[src/hw/rtl/rdc_ram.sv]
`default_nettype none

// Simple dual-port RAM: one write port, one read port with registered data.
module rdc_ram #(
  parameter int unsigned WIDTH = 8,
  parameter int unsigned DEPTH = 16
) (
  input  wire logic                     clk_i,
  input  wire logic                     we_i,
  input  wire logic [$clog2(DEPTH)-1:0] waddr_i,
  input  wire logic [WIDTH-1:0]         wdata_i,
  input  wire logic                     re_i,
  input  wire logic [$clog2(DEPTH)-1:0] raddr_i,
  output logic      [WIDTH-1:0]         rdata_o
);

  logic [WIDTH-1:0] mem_q [DEPTH];

  always_ff @(posedge clk_i) begin
    if (we_i) begin
      mem_q[waddr_i] <= wdata_i;
    end
  end

  always_ff @(posedge clk_i) begin
    if (re_i) begin
      rdata_o <= mem_q[raddr_i];
    end
  end

endmodule

`default_nettype wire

[config.mk]
export PLATFORM = sky130hd
export DESIGN_NAME = rdc_ram
export DESIGN_NICKNAME = d
export VERILOG_FILES = /design/src/hw/rtl/rdc_ram.sv
export SDC_FILE = /design/constraint.sdc
export NUM_CORES = 1
export LEC_CHECK = 0
export ABC_AREA = 1
export BUFFER_PORTS_ARGS = -buffer_cell sky130_fd_sc_hd__buf_2
export CORE_UTILIZATION = 55
export DETAILED_ROUTE_END_ITERATION = 10
export PLACE_DENSITY = 0.73
export SYNTH_ARGS = -nofsm -noshare
export SYNTH_HDL_FRONTEND = slang
export SYNTH_SLANG_ARGS = --single-unit
[constraint.sdc]
create_clock -name clk_i -period 1.6 [get_ports clk_i]
set_clock_uncertainty 0.15 [all_clocks]
set_input_delay 0.16 -clock clk_i [delete_from_list [all_inputs] [get_ports clk_i]]
set_output_delay 0.16 -clock clk_i [all_outputs]
set_load 0.05 [all_outputs]
Word level (Yosys, flattened, before mapping)
Memory sizes are Yosys's and may differ from the RTL's. A register that Yosys moved wholly into a read port is not among the register bits.
Index checks and enable logic that the tools add are counted.
{"block": "word_totals", "ram_bits": 128, "n_memories": 1, "output_inout_bits": 8, "register_bits": 0}
{"block": "classes", "mux": 2}
{"name": "mem_q", "words": 16, "word_bits": 8, "read_ports": 1, "rd_clocked_by_memory_dff": 1, "write_ports": 1, "line_no": "17", "rtl": "logic [WIDTH-1:0] mem_q [DEPTH];"}
{"cell": "1-bit 2-to-1 mux", "count": 2}

Depth between registers and ports, before layout
Gate-level depths: netlist of the first run.
{"block": "depth", "depth_word": 2, "ltp_mapped": 8, "ltp_nobuf": 7}

Worst setup path before layout of the first run
OpenSTA, ideal clock, no wires.
{"block": "synth_path", "path_type": "input -> register", "startpoint": "in waddr_i[2]", "endpoint": "mem mem_q[10][0], enable pin", "n_path_buf": 0, "t_arrival_ns": 0.741, "slack_ns": 0.339, "path_stages": 2, "path_cell_list": "nand3b_1 -> nor2_1"}
{"item": "start, declared", "line_no": "10", "rtl": "input wire logic [$clog2(DEPTH)-1:0] waddr_i,"}
{"item": "end, declared", "line_no": "17"}
Straight into the memory's write port.

Worst setup path in the final report of the first run
{"block": "layout_path", "startpoint": "reg rdata_o[4], read port of mem_q", "endpoint": "out rdata_o[4]"}
{"item": "start, declared", "line_no": "14", "rtl": "output logic [WIDTH-1:0] rdata_o"}
No word-level cell between the ends.

==> results of run 1 <==
## routing by layer
metal / routed length [µm] / share of wire [%]
met4: 218 / 1.7
met1: 5280 / 41
met3: 1080 / 8.4
met5: 0 / 0
met2: 6290 / 49
## power by group
group          total, µW  internal [µW]  switching (µW)
registers           4040           4020            26.1
logic                574            176             398
clock network       3740           2350            1400
total               8360           6540            1820
## cell families after synthesis
| logic type | count (synthesis) |
|---|---|
| buf+inv | 126 |
| flops | 136 |
| simple gates | 289 |
## final cells by class
class                   instances  share of cell area [%]
clock buffers                  18                    6.04
clock inverters                13                    2.26
inverters                     102                    5.54
multi-input cells             289                    17.6
flip-flops and latches        136                    59.1
well taps                     136                    2.46
repair buffers                 62                    7.09
## through the flow
stage	hold slack (ns)	utilization (%)
after CTS	0.102	67.0
after global routing	0.132	67.0
final	0.119	67.0
after global placement	0.376	60.4
after detailed placement	0.383	60.4
after floorplan	0.109	-
## state kept, by name (all words and copies together), names as in the netlist
name,count
mem_q,128
rdata_o,8
## synth_stat cells
cell	count	area, µm²
nand3b_1	2	15.0
inv_2	2	7.51
buf_4	4	30.0
nand3_1	97	485
nand2_1	173	649
buf_2	13	65.1
nor2_1	17	63.8
buf_1	1	3.75
inv_1	100	375
edfxtp_1	136	4080
buf_6	6	67.6
## how the worst min path moves through the flow
stage,cells past startpoint,from,slack (ns),to
2_1_floorplan,0,wdata_i[0],0.11,mem_q[0][0]
4_1_cts,4,waddr_i[0],0.10,mem_q[1][0]
3_3_place_gp,1,re_i,0.38,rdata_o[1]
5_1_grt,4,we_i,0.13,mem_q[3][0]
6_report,4,we_i,0.12,mem_q[3][0]
3_5_place_dp,1,re_i,0.38,rdata_o[1]
## repair_timing
item                      4_1_cts  5_1_grt
hold buffers                   11        0
setup buffers                   0        0
hold endpoints to repair      139        0
==> out/results.tsv, run 1 <==
stage	metric	value	unit
critical_path	slowest stage cell, crit path	edfxtp_1	
global_routing	largest net degree at the start of global routing	65	
cts	CTS HTree Levels	4	
cts	clock slew at reported path FFs	0.06	ns
cts	CTS tree	yes	
placement	Port Buf Inserts	26	
critical_path	largest fanout on the critical path	1	
logic_synthesis	Yosys reg bits	136	
logic_synthesis	main combinational cell family by area after synthesis	simple AND/OR/NAND/NOR gates	
status	status	complete, no violations	
logic_synthesis	mux cell area share after synthesis	0	%
finish	Layout Nets	627	
logic_synthesis	Netlist cell types	11	
finish	share of cells above drive strength 1	13.2	%
global_routing	initial antenna violation count	0	
critical_path	critical path launch point type	flip-flop	
route	drt drc	0	
sta	Max Transition Viols Final	0	
cts	Clock Latency Late Sink	0.52	ns
finish	Register Area	4080	µm²
cts	# clock sinks	136	
cts	deepest clock path buffer count	2	
route	Pre-antenna DRT Iters	7	
logic_synthesis	post-synthesis compound-gate area fraction	0	%
logic_synthesis	post-synthesis simple-gate area fraction	20.8	%
floorplanning	IO Pins	27	
floorplanning	Initial Util	56.6	%
floorplanning	# rows	37	
critical_path	family with the most delay on the worst path	flip-flops	
floorplanning	Core Area	10300	µm²
cts	CTS root buf	clkbuf_8	
logic_synthesis	Synth Instances	551	
finish	commonest cells after routing, fill and taps aside	173 x nand2_1, 136 x edfxtp_1, 100 x inv_1, 97 x nand3_1, 26 x buf_2	
route	drt via density	5.22	
logic_synthesis	YS warnings	0	
critical_path	CP Depth	1	
pwr	Tot Pwr	8360	µW
critical_path	Worst R2R Start	mem_q[9][5]	
critical_path	crit path cell chain	buf_2	
critical_path	crit path to	rdata_o[4]	
pwr	maximum VDD drop	0.694	mV
critical_path	r2r setup slk	0.29	ns
sta	Final Worst Setup Slack	0.0989	ns
hold_path	Worst Hold Class	in -> reg	
critical_path	Crit Path Class	reg -> out	
logic_synthesis	Netlist Area Pre-Place	5850	µm²
placement	HPWL after DPL	7.93	mm
global_routing	met2 Use GR	40.8	%
critical_path	crit end category	output port	
logic_synthesis	Synth Area in XOR/XNOR	0	%
placement	pre-CTS setup slack	0.0356	ns
sta	Rel. slew slack	57.6	%
pwr	Lkg Pwr	0.00300	µW
global_routing	first-pass GRT wire length	20.1	mm
global_routing	busiest grt layer	met2	
critical_path	worst path bufs/invs	1	
critical_path	r2r endpoint	rdata_o[5]	
global_routing	grt total ovfl	0	
route	vias	3945	
sta	Tcrit/Tclk final	93.8	%
global_routing	GR Util All Layers	25.4	%
sta	Final Hold Viols	0	
sta	fmax	0.666	GHz
pwr	Pwr Density	1210	nW/µm²
floorplanning	die width	105	µm
sta	Fin Setup TNS	0	ns
finish	area added between synthesis and finish	18.3	%
sta	RSZ-0062 raised after global routing	no	
cts	number of CTS-inserted buffers	17	
logic_synthesis	syn_area_per_cell	10.6	µm²
cts	CTS-repair resized insts	0	
finish	finished layout cell area	6920	µm²
critical_path	Crit path arrival time	1.19	ns
finish	fill cell count	786	
global_routing	GR Util met1	33.8	%
sta	worst-margin pin slew	0.635	ns
flow_run	max-cap violation count	0	
logic_synthesis	sequential area share after synthesis	69.8	%
logic_synthesis	syn_nets	570	
critical_path	Worst path max stage delay	0.39	ns
placement	routability-driven placement congestion ratio	0.895	
route	routed len/inst	17.0	µm
route	final wirelength	12.9	mm
floorplanning	DIE AREA	11000	µm²
sta	fin crit period	1.50	ns
finish	Cell Count, Final, Fillers Out	756	
floorplanning	Die H	105	µm
placement	dpl cells	714	
finish	most common cell after layout, fill and taps aside	nand2_1	
global_routing	number of global-route vias before repair	3850	
logic_synthesis	adder and majority gate portion of the synthesized area	0	%
finish	Antenna Cells	0	
sta	Setup violations, final	0	
placement	Area after DPL	6230	µm²
global_routing	grt met3 use	5.80	%
critical_path	crit path from	rdata_o[4]	
critical_path	R2R cell count	6	
route	initial DRC count	347	
critical_path	Req. time, crit path	1.29	ns
route	Post-DRT Antenna Nets	0	
finish	footprint of the multi-input gates	1210	µm²
No activity file was read; power rests on OpenSTA's default activity.
==> run 2, diff against run 1 <==
- GPL_TIMING_DRIVEN: unset -> 0
==> run 2 against run 1 <==
  * Clock-buffer cell count rose by 1
  * Critical path type is now in -> reg
  * Largest cell class unchanged
  * Largest power group unchanged
  * Wire length rose by 3.9%
  * Core utilization fell by 0.76 points
==> out/results.tsv, run 2 (synthesis results as in run 1) <==
stage	metric	value	unit	change
sta	Setup violations, final	0		unchanged
route	vias	3964		+0.48%
critical_path	Worst path max stage delay	0.53	ns	+0.14 ns
sta	fmax	0.678	GHz	+1.8%
cts	Clock Latency Late Sink	0.52	ns	about the same
finish	footprint of the multi-input gates	1210	µm²	unchanged
sta	Max Transition Viols Final	0		unchanged
sta	worst-margin pin slew	0.907	ns	+0.272 ns
cts	CTS tree	yes		
sta	Fin Setup TNS	0	ns	unchanged
critical_path	Crit path arrival time	1.59	ns	+0.40 ns
floorplanning	IO Pins	27		unchanged
floorplanning	Die H	105	µm	unchanged
floorplanning	DIE AREA	11000	µm²	unchanged
global_routing	initial antenna violation count	0		unchanged
placement	HPWL after DPL	8.55	mm	+7.8%
finish	Antenna Cells	0		unchanged
critical_path	slowest stage cell, crit path	dlygate4sd3_1		
finish	share of cells above drive strength 1	12.5	%	-0.73 points
pwr	Tot Pwr	8550	µW	+2.3%
critical_path	largest fanout on the critical path	10		+9
flow_run	max-cap violation count	0		unchanged
pwr	Lkg Pwr	0.00295	µW	-1.6%
route	final wirelength	13.4	mm	+3.9%
critical_path	family with the most delay on the worst path	buffers and inverters		
sta	Final Hold Viols	0		unchanged
placement	Port Buf Inserts	23		-12%
global_routing	grt total ovfl	0		unchanged
global_routing	first-pass GRT wire length	20.6	mm	+2.4%
finish	Layout Nets	622		-0.80%
critical_path	critical path launch point type	primary input		
sta	RSZ-0062 raised after global routing	no		
finish	commonest cells after routing, fill and taps aside	173 x nand2_1, 136 x edfxtp_1, 99 x inv_1, 97 x nand3_1, 36 x buf_2		
global_routing	number of global-route vias before repair	3767		-2.2%
sta	Tcrit/Tclk final	92.1	%	-1.7 points
route	Pre-antenna DRT Iters	5		-2
critical_path	worst path bufs/invs	4		+3
pwr	Pwr Density	1250	nW/µm²	+3.5%
route	drt drc	0		unchanged
route	Post-DRT Antenna Nets	0		unchanged
floorplanning	# rows	37		unchanged
cts	clock slew at reported path FFs	0.06	ns	about the same
critical_path	Worst path most repeated cell	nand3_1		
placement	routability-driven placement congestion ratio	0.886		-1.0%
route	initial DRC count	390		+12%
cts	CTS root buf	clkbuf_8		
critical_path	crit end category	flip-flop		
global_routing	largest net degree at the start of global routing	17		-74%
global_routing	GR Util All Layers	26.2	%	+0.77 points
finish	leading registers by flop count	mem_q x128, rdata_o x8		
route	drt via density	5.27		+1.0%
sta	Rel. slew slack	39.3	%	-18 points
floorplanning	Core Area	10300	µm²	unchanged
finish	register name with the most flops	mem_q		
pwr	maximum VDD drop	0.708	mV	+2.0%
critical_path	Crit Path Class	in -> reg		
finish	max reg flops	128		unchanged
hold_path	Worst Hold Class	in -> reg		
critical_path	Req. time, crit path	1.72	ns	+0.43 ns
finish	fill cell count	766		-2.5%
cts	number of CTS-inserted buffers	17		unchanged
critical_path	crit path cell chain	dlygate4sd3_1, buf_2, clkinvlp_4, buf_4, nand3_1, nand3_1, nand2_1		
cts	deepest clock path buffer count	2		unchanged
finish	most common cell after layout, fill and taps aside	nand2_1		
floorplanning	die width	105	µm	unchanged
route	routed len/inst	17.8	µm	+4.5%
status	status	complete, no violations		
cts	CTS HTree Levels	4		unchanged
cts	# clock sinks	136		unchanged
floorplanning	Initial Util	56.6	%	unchanged
finish	area added between synthesis and finish	16.9	%	
finish	Register Area	4080	µm²	unchanged
sta	fin crit period	1.47	ns	-0.0271 ns
## run 2: changes by cell type in the layout (fill, tap and decap cells not counted), sizes merged
cell / previous run / this run
buf: 51 / 47
bufinv: 3 / 4
clkbuf: 18 / 19
clkinv: 6 / 7
clkinvlp: 4 / 3
dlygate4sd3: 11 / 10
inv: 102 / 101
## run 2: area by class of cell
type                       instances  share of cell area (%)
clock buffer                      19                    6.17
multi-input combinational        289                    17.8
tap                              136                    2.49
clock inverter                    13                    2.62
timing repair buffer              33                    3.15
inverter                         102                    5.66
buffer                            24                    2.43
sequential                       136                    59.7
## run 2: where the power goes
part | switching (µW) | total, µW | internal [µW]
sequential | 18.0 | 4030 | 4020
combinational | 423 | 589 | 166
clock | 1410 | 3930 | 2520
total | 1850 | 8550 | 6700
## run 2: metal layers
layer | routed length (µm) | share of wire, % | GRT usage [%]
met3 | 1320 | 9.9 | 5.74
met1 | 5740 | 43 | 37.3
met4 | 207 | 1.5 | 10.6
met5 | 0 | 0 | 0
met2 | 6100 | 46 | 39.4
## run 2: worst min-delay path: cells and delay by family
family                 cells  cell delay, ns
and+or+nand+nor            2            0.20
buffers and inverters      1            0.20
## run 2: metrics by stage
| stage | instance area [µm²] | setup WS, ns | utilization (%) | instances | hold slack, ns |
|---|---|---|---|---|---|
| 5_1_grt | 6840 | 0.0692 | 66.2 | 752 | 0.0745 |
| 4_1_cts | 6830 | 0.0724 | 66.2 | 752 | 0.0471 |
| 6_report | 6840 | 0.126 | 66.2 | 752 | 0.0558 |
| 3_3_place_gp | 6130 | -0.188 | 59.4 | 710 | 0.337 |
| 3_5_place_dp | 6130 | -0.262 | 59.4 | 710 | 0.348 |
| 2_1_floorplan | 5850 | 0.339 | - | 551 | 0.109 |
## run 2: worst paths after layout
check                    from    endpoint  slack (ns)  cells after the start
setup / recovery   raddr_i[2]  rdata_o[4]        0.13                      7
setup reg to reg  mem_q[0][1]  rdata_o[1]        0.29                      6
hold / removal     raddr_i[3]  rdata_o[0]        0.06                      3
hold reg to reg   mem_q[8][0]  rdata_o[0]        0.64                      6
## run 2: what timing repair did
| item | in CTS | in global routing |
|---|---|---|
| buffers inserted | 0 | 0 |
| endpoints found under the hold margin | 138 | 0 |
| resized for setup | 0 | 1 |
| hold buffers | 10 | 0 |
| endpoints found under the setup margin | 0 | 3 |
